===== src/sv/lsu_pkg.sv =====
`timescale 1ns / 1ps
// Shared constants and helper functions for the level-set upwind point update.
// No dependencies; imported by every module of the block.
package lsu_pkg;

  // Configuration register indexes.
  localparam logic [1:0] REG_INV_DX      = 2'd0;
  localparam logic [1:0] REG_INV_DY      = 2'd1;
  localparam logic [1:0] REG_TIME_STEP   = 2'd2;
  localparam logic [1:0] REG_FLAME_SPEED = 2'd3;

  // Register reset values.
  localparam logic [30:0] RST_INV_DX      = 31'd65536;
  localparam logic [30:0] RST_INV_DY      = 31'd65536;
  localparam logic [30:0] RST_TIME_STEP   = 31'd655;
  localparam logic [31:0] RST_FLAME_SPEED = 32'd65536;

  // Square root pipeline: 32 iterations spread over the stages.
  localparam int ISQ_STAGES = 8;
  localparam int ISQ_PER    = 4;
  // Divider pipeline: 32 quotient bits spread over the stages.
  localparam int DIV_STAGES = 8;
  localparam int DIV_PER    = 4;

  localparam logic [31:0] S32_MAX   = 32'h7FFF_FFFF;
  localparam logic [31:0] S32_MIN   = 32'h8000_0000;
  localparam logic [63:0] HI_LIMIT  = 64'h1_0000_0000;
  localparam logic [63:0] STEP_CAP  = 64'h2_0000_0000;
  localparam logic signed [35:0] W36_MAX = 36'sd2147483647;
  localparam logic signed [35:0] W36_MIN = -36'sd2147483648;

  // Magnitude of a 33-bit two's complement value.
  function automatic logic [32:0] abs33(logic [32:0] v);
    return v[32] ? (33'd0 - v) : v;
  endfunction

  // Magnitude of a 32-bit two's complement value (2^31 fits unsigned).
  function automatic logic [31:0] abs32(logic [31:0] v);
    return v[31] ? (32'd0 - v) : v;
  endfunction

  // Clip a wide signed value to 32 bits; the top bit reports a clip.
  function automatic logic [32:0] sat32(logic signed [35:0] v);
    logic [32:0] res;
    if (v > W36_MAX) begin
      res = {1'b1, S32_MAX};
    end else if (v < W36_MIN) begin
      res = {1'b1, S32_MIN};
    end else begin
      res = {1'b0, v[31:0]};
    end
    return res;
  endfunction

endpackage


===== src/sv/lsu_div.sv =====
`timescale 1ns / 1ps
// Pipelined restoring divider: 64-bit numerator by 32-bit divisor, 32-bit quotient.
// Depends on lsu_pkg; the caller keeps the quotient below 2^32.
module lsu_div import lsu_pkg::*; (
  input  logic        clk,
  input  logic        en,
  input  logic [63:0] num,
  input  logic [31:0] den,
  output logic [31:0] quo
);

  logic [31:0] rem_r [DIV_STAGES];
  logic [31:0] q_r   [DIV_STAGES];
  logic [31:0] lo_r  [DIV_STAGES];
  logic [31:0] den_r [DIV_STAGES];
  logic [31:0] rem_in [DIV_STAGES];
  logic [31:0] q_in   [DIV_STAGES];
  logic [31:0] lo_in  [DIV_STAGES];
  logic [31:0] den_in [DIV_STAGES];
  logic [31:0] rem_nxt [DIV_STAGES];
  logic [31:0] q_nxt   [DIV_STAGES];
  logic [31:0] lo_nxt  [DIV_STAGES];

  always_comb begin
    logic [31:0] r;
    logic [31:0] q;
    logic [31:0] l;
    logic [32:0] t;
    rem_in[0] = num[63:32];
    q_in[0]   = '0;
    lo_in[0]  = num[31:0];
    den_in[0] = den;
    for (int s = 1; s < DIV_STAGES; s++) begin
      rem_in[s] = rem_r[s-1];
      q_in[s]   = q_r[s-1];
      lo_in[s]  = lo_r[s-1];
      den_in[s] = den_r[s-1];
    end
    for (int s = 0; s < DIV_STAGES; s++) begin
      r = rem_in[s];
      q = q_in[s];
      l = lo_in[s];
      for (int k = 0; k < DIV_PER; k++) begin
        t = {r, l[31]};
        l = {l[30:0], 1'b0};
        if (t >= {1'b0, den_in[s]}) begin
          r = 32'(t - {1'b0, den_in[s]});
          q = {q[30:0], 1'b1};
        end else begin
          r = t[31:0];
          q = {q[30:0], 1'b0};
        end
      end
      rem_nxt[s] = r;
      q_nxt[s]   = q;
      lo_nxt[s]  = l;
    end
  end

  always_ff @(posedge clk) begin
    if (en) begin
      for (int s = 0; s < DIV_STAGES; s++) begin
        rem_r[s] <= rem_nxt[s];
        q_r[s]   <= q_nxt[s];
        lo_r[s]  <= lo_nxt[s];
        den_r[s] <= den_in[s];
      end
    end
  end

  assign quo = q_r[DIV_STAGES-1];

endmodule


===== config.mk =====
export PLATFORM = sky130hd
export DESIGN_NAME = lsu_div
export DESIGN_NICKNAME = d
export VERILOG_FILES = /design/src/sv/lsu_pkg.sv /design/src/sv/lsu_div.sv
export SDC_FILE = /design/constraint.sdc
export NUM_CORES = 2
export LEC_CHECK = 0
export BUFFER_PORTS_ARGS = -buffer_cell sky130_fd_sc_hd__buf_4
export CORE_UTILIZATION = 35
export DETAILED_ROUTE_END_ITERATION = 6
export PLACE_DENSITY = 0.61
export SLEW_MARGIN = 10
export SYNTH_ARGS = -nofsm -noshare
export SYNTH_HDL_FRONTEND = slang
export SYNTH_SLANG_ARGS = --single-unit

===== constraint.sdc =====
create_clock -name clk -period 17.65 [get_ports clk]
set_input_delay 0 -clock clk [delete_from_list [all_inputs] [get_ports clk]]
set_output_delay 0 -clock clk [all_outputs]
set_load 0.01 [all_outputs]

==> metrics.md <==
| Metric | Value |
|---|---|
| Status | `complete, but fails checks` |
| Failing checks | `DRC` |
| Die Y | `483 um` |
| Reg2Reg Setup Slack | `1.53 ns` |
| Post-synthesis net count | `10.3k` |
| Worst-path clk slew | `0.06 ns` |
| Max Cap Violations | `0` |
| Global placer's final weighted congestion | `0.952` |
| HPWL Detailed | `214000 um` |
| FMAX | `62.0 MHz` |
| CTS tree | `built` |
| Num rows | `176` |
| Share of cells above drive strength 1 | `9.67%` |
| Wire length per cell | `21.2 um` |
| Worst-skew pair later-pin latency | `0.75 ns` |
| Via count | `71.1k` |
| Fin crit share | `91.4%` |
| RSZ-0062 raised after global routing | `no` |
| Pin count of the biggest net entering global routing | `172` |
| Final setup TNS | `0 ns` |
| Number of flops mapped to enable cells by yosys | `704` |
| Top cells by area, synth | `edfxtp_1 26%, ha_1 16%, xnor2_1 6.1%, mux2_2 6.0%, a21oi_1 5.8%` |
| CP Data Arrival Time | `16.61 ns` |
| Final wirelength | `265000 um` |
| CTS H-Tree Depth | `3` |
| Post-Syn Area | `81100 um^2` |
| Max incr delay on CP | `0.62 ns` |
| Slew Limit Fails | `0` |
| Core area | `230000 um^2` |
| Critical path required time | `18.13 ns` |
| Die area | `234000 um^2` |
| YS warnings | `0` |
| Longest Clk Path Bufs | `3` |
| Prevailing post-synth register cell | `edfxtp_1` |
| Initial antenna violation count | `8` |
| Worst setup SP type | `flop` |
| DRT Pass-1 Iters | `7` |
| Post-synth top area share | `26.1%` |
| Num CTS Buffers | `90` |
| Area leader, netlist | `edfxtp_1` |
| Die width | `483 um` |
| Number of synthesized register bits | `704` |
| First-pass GRT wire length | `399000 um` |
| Top Ports | `130` |
| Root Driver | `clkbuf_16` |
| WS Path Type | `flop to flop` |
| Clock Skew | `0.0464 ns` |
| # resized after CTS | `0` |
| Worst-margin pin slew | `1.11 ns` |
| GRT Total Usage | `21.8%` |
| Synth Instances | `9183` |
| Worst hold path class | `input port to flop` |
| CP max stage cell | `o41ai_1` |
| Number of hold violations in the final report | `0` |
| DRT iter0 DRCs | `5743` |
| Port bufs | `129` |
| Initial core utilization | `35.2%` |
| Area delta synth->final | `10.5%` |
| Max_slew headroom | `25.8%` |
| Avg Inst Size Synth | `8.83 um^2` |
| Post-route ant nets | `0` |
| Commonest cells post-synth | `1024 x ha_1, 937 x a21oi_1, 704 x edfxtp_1` |
| CTS sink count | `704` |
| Min cycle time layout | `16.12 ns` |
| Largest fanout on the critical path | `32` |
| Synth unique cells | `111` |
| Nets | `10.5k` |
| Final setup fails | `0` |
| Vias in the first global route | `68.2k` |
| Total gr overflow | `0` |
| Post-synthesis async set-or-reset flop share | `0%` |
| Vias per cell | `5.70` |
| Worst Setup End Kind | `flop` |
| WHS | `0.0603 ns` |
| Seq/Total Area, Yosys | `26.1%` |
| Top-count cell post-synth | `ha_1` |
| DR DRC count | `2` |
[critical path: cells and delay by family (launching register included)]
family	cells	cell delay, ns
AO/OA/AOI/OAI	37	10.55
adder cells (fa/ha/maj)	4	1.16
buffers and inverters	8	2.17
flip-flops	1	0.37
multiplexers	2	0.46
AND/OR/NAND/NOR	7	1.07
[layout by cell type (no fill, tap or decap), types with 129 or more instances in the layout]
cell,instances
ha_1,1024
a21oi_1,936
edfxtp_1,704
nor2_1,688
nand2_1,629
xnor2_1,567
inv_1,566
o21ai_0,557
a21o_1,476
mux2_2,431
xor2_1,248
nand3_1,182
buf_4,177
nand2b_1,145
nor2b_1,144
nor3_1,142
nand4_1,137
o21bai_1,131
o21a_1,129
[kinds of logic after synthesis]
kind of cell,Yosys count,share of synthesized area (%)
AND/OR/NAND/NOR,2414,14.3
adder cells (fa/ha/maj),1055,16.6
XOR/XNOR,815,8.81
flip-flops,704,26.1
AO/OA/AOI/OAI,2869,22.6
buffers and inverters,761,3.77
multiplexers,565,7.90
[final cells by class]
type	instances	area, um^2
Multi-Input combinational cell	7718	57000
Antenna cell	1	2.50
Fill cell	23000	141000
Clock inverter	65	612
Inverter	576	2160
Timing Repair Buffer	291	2490
Tap cell	3026	3790
Sequential cell	704	21100
Clock buffer	104	2390
[through the flow]
| stage | setup slack (ns) | utilization, % | area, um^2 | instances |
|---|---|---|---|---|
| 2_1_floorplan | 4.45 | - | 81100 | 9183 |
| 3_3_place_gp | 1.81 | 37.1 | 85400 | 12200 |
| 3_5_place_dp | 1.56 | 37.1 | 85400 | 12200 |
| 4_1_cts | 1.45 | 38.9 | 89500 | 12500 |
| 5_1_grt | 0.243 | 38.9 | 89600 | 12500 |
| 6_report | 1.53 | 38.9 | 89600 | 12500 |
[per-layer routing]
layer	up-vias	GRT usage [%]	wire (um)
li1	34600	-	-
met1	34000	28.5	118000
met2	2015	36.4	122000
met3	494	2.23	13200
met4	6	9.16	11500
met5	-	0	44
[flip-flops by register name, indices dropped and copies added, names as in the netlist]
register	cells
den_r	224
lo_r	112
q_r	144
rem_r	224
[timing repair]
| action | CTS | global route |
|---|---|---|
| hold buffers | 111 | 0 |
| setup endpoints to repair | 0 | 21 |
| buffers inserted | 0 | 4 |
| endpoints found under the hold margin | 141 | 0 |
[path summary, 6_finish.rpt]
kind,startpoint,endpoint,cells past startpoint
hold / removal,num[30],rem_r[0][2]$_DFFE_PP_,4
hold reg to reg,lo_r[1][23]$_DFFE_PP_,lo_r[2][27]$_DFFE_PP_,0
setup reg to reg,den_r[4][6]$_DFFE_PP_,rem_r[5][28]$_DFFE_PP_,58
setup / recovery,den_r[4][6]$_DFFE_PP_,rem_r[5][28]$_DFFE_PP_,58
Power is not shown: default switching activity piles up to over one toggle a cycle in this logic, so the estimate is an artifact.
