`config.mk`:
```
export PLATFORM = sky130hd
export DESIGN_NAME = lsu_isqrt
export DESIGN_NICKNAME = d
export VERILOG_FILES = /design/src/sv/lsu_pkg.sv /design/src/sv/lsu_isqrt.sv
export SDC_FILE = /design/constraint.sdc
export NUM_CORES = 2
export LEC_CHECK = 0
export BUFFER_PORTS_ARGS = -buffer_cell sky130_fd_sc_hd__clkbuf_2
export CAP_MARGIN = 20
export CORE_ASPECT_RATIO = 0.8
export CORE_UTILIZATION = 55
export CTS_CLUSTER_SIZE = 12
export DETAILED_ROUTE_END_ITERATION = 10
export PLACE_DENSITY = 0.85
export SKIP_CTS_REPAIR_TIMING = 1
export SLEW_MARGIN = 15
export SYNTH_ARGS = -nofsm -noshare
export SYNTH_HDL_FRONTEND = slang
export SYNTH_SLANG_ARGS = --single-unit
export TNS_END_PERCENT = 10
```
`constraint.sdc`:
```
create_clock -name clk -period 12.2 [get_ports clk]
set_clock_uncertainty 0.15 [all_clocks]
set_input_delay 0.61 -clock clk [delete_from_list [all_inputs] [get_ports clk]]
set_output_delay 0.61 -clock clk [all_outputs]
set_load 0.03 [all_outputs]
```
`src/sv/lsu_pkg.sv`:
```
`timescale 1ns / 1ps
// Shared constants and helper functions for the level-set upwind point update.
// No dependencies; imported by every module of the block.
package lsu_pkg;

  // Configuration register indexes.
  localparam logic [1:0] REG_INV_DX      = 2'd0;
  localparam logic [1:0] REG_INV_DY      = 2'd1;
  localparam logic [1:0] REG_TIME_STEP   = 2'd2;
  localparam logic [1:0] REG_FLAME_SPEED = 2'd3;

  // Register reset values.
  localparam logic [30:0] RST_INV_DX      = 31'd65536;
  localparam logic [30:0] RST_INV_DY      = 31'd65536;
  localparam logic [30:0] RST_TIME_STEP   = 31'd655;
  localparam logic [31:0] RST_FLAME_SPEED = 32'd65536;

  // Square root pipeline: 32 iterations spread over the stages.
  localparam int ISQ_STAGES = 8;
  localparam int ISQ_PER    = 4;
  // Divider pipeline: 32 quotient bits spread over the stages.
  localparam int DIV_STAGES = 8;
  localparam int DIV_PER    = 4;

  localparam logic [31:0] S32_MAX   = 32'h7FFF_FFFF;
  localparam logic [31:0] S32_MIN   = 32'h8000_0000;
  localparam logic [63:0] HI_LIMIT  = 64'h1_0000_0000;
  localparam logic [63:0] STEP_CAP  = 64'h2_0000_0000;
  localparam logic signed [35:0] W36_MAX = 36'sd2147483647;
  localparam logic signed [35:0] W36_MIN = -36'sd2147483648;

  // Magnitude of a 33-bit two's complement value.
  function automatic logic [32:0] abs33(logic [32:0] v);
    return v[32] ? (33'd0 - v) : v;
  endfunction

  // Magnitude of a 32-bit two's complement value (2^31 fits unsigned).
  function automatic logic [31:0] abs32(logic [31:0] v);
    return v[31] ? (32'd0 - v) : v;
  endfunction

  // Clip a wide signed value to 32 bits; the top bit reports a clip.
  function automatic logic [32:0] sat32(logic signed [35:0] v);
    logic [32:0] res;
    if (v > W36_MAX) begin
      res = {1'b1, S32_MAX};
    end else if (v < W36_MIN) begin
      res = {1'b1, S32_MIN};
    end else begin
      res = {1'b0, v[31:0]};
    end
    return res;
  endfunction

endpackage

```
`src/sv/lsu_isqrt.sv`:
```
`timescale 1ns / 1ps
// Pipelined floor square root of a 64-bit radicand, a few iterations per stage.
// Depends on lsu_pkg for the stage counts.
module lsu_isqrt import lsu_pkg::*; (
  input  logic        clk,
  input  logic        en,
  input  logic [63:0] rad,
  output logic [31:0] root
);

  logic [63:0] x_r   [ISQ_STAGES];
  logic [63:0] r_r   [ISQ_STAGES];
  logic [63:0] x_in  [ISQ_STAGES];
  logic [63:0] r_in  [ISQ_STAGES];
  logic [63:0] x_nxt [ISQ_STAGES];
  logic [63:0] r_nxt [ISQ_STAGES];

  always_comb begin
    logic [63:0] x;
    logic [63:0] r;
    logic [63:0] b;
    x_in[0] = rad;
    r_in[0] = '0;
    for (int s = 1; s < ISQ_STAGES; s++) begin
      x_in[s] = x_r[s-1];
      r_in[s] = r_r[s-1];
    end
    for (int s = 0; s < ISQ_STAGES; s++) begin
      x = x_in[s];
      r = r_in[s];
      for (int k = 0; k < ISQ_PER; k++) begin
        b = 64'd1 << (62 - 2 * (s * ISQ_PER + k));
        if (x >= r + b) begin
          x = x - (r + b);
          r = (r >> 1) + b;
        end else begin
          r = r >> 1;
        end
      end
      x_nxt[s] = x;
      r_nxt[s] = r;
    end
  end

  always_ff @(posedge clk) begin
    if (en) begin
      for (int s = 0; s < ISQ_STAGES; s++) begin
        x_r[s] <= x_nxt[s];
        r_r[s] <= r_nxt[s];
      end
    end
  end

  assign root = r_r[ISQ_STAGES-1][31:0];

endmodule

```
==> metrics.txt <==
# TYPE chip_impl_metric gauge
chip_impl_metric{name="postSynthRegisterBits",unit=""} 592
chip_impl_info{name="timing.rr.end",value="x_r[6][17]"} 1
chip_impl_metric{name="drt_first_pass_iters",unit=""} 6
chip_impl_metric{name="route.detailed.wl_per_inst",unit="microns"} 24.6
chip_impl_info{name="rr_startpoint",value="x_r[5][27]"} 1
chip_impl_metric{name="critPathBufInv",unit=""} 11
chip_impl_metric{name="cp_slowest_stage_delay",unit="ns"} 0.60
chip_impl_info{name="crit_path_frequent_cell",value="buf_4"} 1
chip_impl_metric{name="multi_input_comb_area",unit="sq um"} 46300
chip_impl_metric{name="ratio_of_routed_vias_to_standard_cells",unit=""} 6.61
chip_impl_metric{name="core",unit="sq um"} 119000
chip_impl_info{name="rsz0062_at_grt",value="true"} 1
chip_impl_metric{name="dp_cells",unit=""} 10400
chip_impl_metric{name="place_ws",unit="ns"} -0.296
chip_impl_metric{name="synth_nets",unit=""} 8733
chip_impl_metric{name="area_growth_from_synthesis_to_layout",unit="%"} 19.8
chip_impl_metric{name="grt_max_degree",unit=""} 156
chip_impl_metric{name="timing.final.crit_share",unit="%"} 98.8
chip_impl_metric{name="critical_path.max_fanout",unit=""} 36
chip_impl_info{name="cts_tree",value="built"} 1
chip_impl_metric{name="placement_rows",unit=""} 113
chip_impl_metric{name="via_count_of_the_first_global_routing_pass",unit=""} 62800
chip_impl_info{name="library_cell_contributing_the_largest_single_delay_on_the_critical_path",value="edfxtp_1"} 1
chip_impl_info{name="min_from",value="rad[54]"} 1
chip_impl_metric{name="detail_route.iter0.violations",unit=""} 10200
chip_impl_metric{name="clock_insertion_delay_worst_skew",unit="ns"} 0.75
chip_impl_metric{name="cap_viol_max_count",unit=""} 0
chip_impl_metric{name="detail-route-antenna-nets",unit=""} 0
chip_impl_metric{name="synthesis.yosys.warnings",unit=""} 0
chip_impl_metric{name="synth_cell_types",unit=""} 107
chip_impl_metric{name="setup-violations-final",unit=""} 0
chip_impl_metric{name="numCtsBuffers",unit=""} 69
chip_impl_metric{name="timing.hold.worst_path_depth",unit=""} 1
chip_impl_info{name="critical_path.endpoint_type",value="flop"} 1
chip_impl_metric{name="synth_enable_flop_cells",unit=""} 592
chip_impl_metric{name="post_route_worst_setup_slack",unit="ns"} 0.144
chip_impl_metric{name="fin_cells",unit=""} 10700
chip_impl_metric{name="layout.nets",unit=""} 9698
chip_impl_metric{name="cp_data_arrival_time",unit="ns"} 12.33
chip_impl_metric{name="post_route_cells_drive_above_1_share",unit="%"} 17.4
chip_impl_info{name="hold-path-endpoint",value="x_r[0][54]"} 1
chip_impl_metric{name="tightestPinTransition",unit="ns"} 1.26
chip_impl_metric{name="critical_path_required",unit="ns"} 12.48
chip_impl_metric{name="h-tree-depth",unit=""} 3
chip_impl_metric{name="io_pins",unit=""} 98
chip_impl_info{name="status",value="finished clean"} 1
chip_impl_metric{name="grt_first_pass_wirelength",unit="microns"} 383000
chip_impl_metric{name="setup.reg_to_reg.worst_slack",unit="ns"} 0.14
chip_impl_metric{name="worst_r2r_path_depth",unit=""} 55
chip_impl_info{name="path_delay_family",value="simple AND/OR/NAND/NOR gates"} 1
chip_impl_info{name="setup.worst_path.start_class",value="flop"} 1
chip_impl_metric{name="grt_remaining_overflow",unit=""} 0
chip_impl_info{name="ys.flop_type",value="edfxtp_1"} 1
chip_impl_metric{name="synth-async-reset-ratio",unit="%"} 0
chip_impl_metric{name="synthesis.area",unit="sq um"} 65900
chip_impl_metric{name="synthesis.instances",unit=""} 8090
chip_impl_metric{name="die-area",unit="sq um"} 121000
chip_impl_metric{name="max_buffers_root_to_sink",unit=""} 3
chip_impl_metric{name="antenna_violations_before_repair",unit=""} 12
chip_impl_metric{name="placement.io_buffers",unit=""} 97
chip_impl_metric{name="post-route-drc-count",unit=""} 0
chip_impl_metric{name="synth.yosys.seq_area_share",unit="%"} 27.0
chip_impl_metric{name="syn-mean-instance-area",unit="sq um"} 8.14
chip_impl_metric{name="slew_headroom",unit="%"} 15.2
chip_impl_metric{name="total_of_fill_cells_in_the_finished_design",unit=""} 9885
chip_impl_metric{name="gp_congestion",unit=""} 1.08
chip_impl_metric{name="worst_setup_hold_path_clk_slew",unit="ns"} 0.06
chip_impl_info{name="cts.root.buffer_cell",value="clkbuf_16"} 1
chip_impl_metric{name="die_h",unit="microns"} 312
chip_impl_metric{name="numClockSinks",unit=""} 592
chip_impl_metric{name="timing_max_transition_violations_final",unit=""} 0
chip_impl_metric{name="grtUsageTotal",unit="%"} 40.9
chip_impl_info{name="crit_type",value="flop to flop"} 1
chip_impl_metric{name="floorplan_die_width",unit="microns"} 389
chip_impl_metric{name="post_detailed_routing_wire_length",unit="microns"} 262000
chip_impl_metric{name="via_count",unit=""} 70400
chip_impl_info{name="min_path_type",value="primary input to flop"} 1
chip_impl_metric{name="report.final.hold_viol_count",unit=""} 0
chip_impl_info{name="startpoint",value="x_r[5][27]"} 1
chip_impl_metric{name="dp_hpwl",unit="microns"} 211000
chip_impl_metric{name="layout.area.seq",unit="sq um"} 17800
chip_impl_metric{name="highest_achievable_clock_rate",unit="MHz"} 82.9
chip_impl_metric{name="initial_utilization",unit="%"} 55.5
chip_impl_metric{name="fin_crit",unit="ns"} 12.06
## cell type report
type	instances	area share [%]
diodes	5	0.0159
well taps	1552	2.46
clock inverters	35	0.574
inverters	380	1.83
flip-flops and latches	592	22.5
clock buffers	76	2.22
repair buffers	1186	11.7
multi-input cells	6826	58.7
## cell families after synthesis
family | count (synthesis) | share of synthesized area, %
mux | 96 | 1.63
flops | 592 | 27.0
buf+inv | 672 | 3.96
xor+xnor | 824 | 11.0
fa+ha+maj | 577 | 11.0
compound gates | 2282 | 22.1
simple gates | 3047 | 23.4
## state kept, by name, indices dropped and copies added, names as in the netlist
| name | cells |
|---|---|
| x_r | 448 |
| r_r | 144 |
## routing by layer
layer	routed length [microns]	share of wire (%)	GRT usage [%]
met5	13	0.0050	0
met4	8180	3.1	10.8
met3	38300	15	11.3
met2	101000	38	54.9
met1	115000	44	62.9
## placed cells by master, fill, tap and decap left out, types with 93 or more instances in the layout
cell type    n
nand2b_1    93
edfxtp_1   592
xor2_1     263
or3_1       93
a21oi_1    753
inv_1      357
xnor2_1    559
nand4_1    179
nor4_1     156
o21a_1      95
nor3_1     237
o21ai_0    371
nor2_1     770
ha_1       566
nand2_1    702
buf_4      999
clkbuf_2    96
a21o_1     272
nand3_1    214
## stage by stage
stage	util [%]	hold WS, ns	area (sq um)	TNS, ns
3_5_place_dp	63.1	0.283	74900	-10.06
4_1_cts	65.0	-0.124	77100	-19.39
2_1_floorplan	-	0.267	65900	-0.00135
3_3_place_gp	63.1	0.280	74900	-8.91
5_1_grt	66.4	0.0101	78900	-1.12
6_report	66.5	0.0396	78900	0
## how the worst max path moves through the flow
| stage | end | slack, ns | cells past startpoint |
|---|---|---|---|
| 2_1_floorplan | r_r[1][192] | -0.001 | 63 |
| 3_3_place_gp | x_r[5][60] | -0.30 | 53 |
| 3_5_place_dp | x_r[5][46] | -0.30 | 53 |
| 4_1_cts | x_r[5][62] | -0.38 | 54 |
| 5_1_grt | x_r[6][49] | -0.12 | 61 |
| 6_report | x_r[6][17] | 0.14 | 55 |
## cells in the mapped netlist (22+ instances only)
master       n  area (sq um)
ha_1       577          7220
nor2_1     779          2920
and4_1      35           307
nand2_1    705          2650
a211o_1     25           219
nor2b_1     89           557
buf_1       29           109
a21boi_0    22           165
o21a_1      96           721
and3_1      81           507
a31oi_1     85           532
mux2_2      55           619
nor4b_1     30           263
o31ai_1     63           473
nor3b_1     30           225
a21oi_1    785          3930
o21bai_1    72           541
or4_1       52           390
o2111ai_1   27           236
o31a_1      29           254
inv_1      371          1390
clkbuf_1   236           886
or3_1       96           601
xnor2_1    560          4900
a41oi_1     22           193
a31o_2      25           219
nor3_1     244          1220
nand3_1    219          1100
nor4_1     171          1070
and2_1      72           450
a21o_1     273          2050
nand3b_1    30           225
edfxtp_1   592         17800
mux2i_1     29           290
a211oi_1    73           548
o211ai_1    49           368
nand4_1    179          1120
o21ai_0    402          2010
a2111oi_0   41           359
nand2b_1    94           588
xor2_1     264          2310
or2_2       54           338
Power is not shown: default switching activity piles up to over one toggle a cycle in this logic, so the estimate is an artifact.
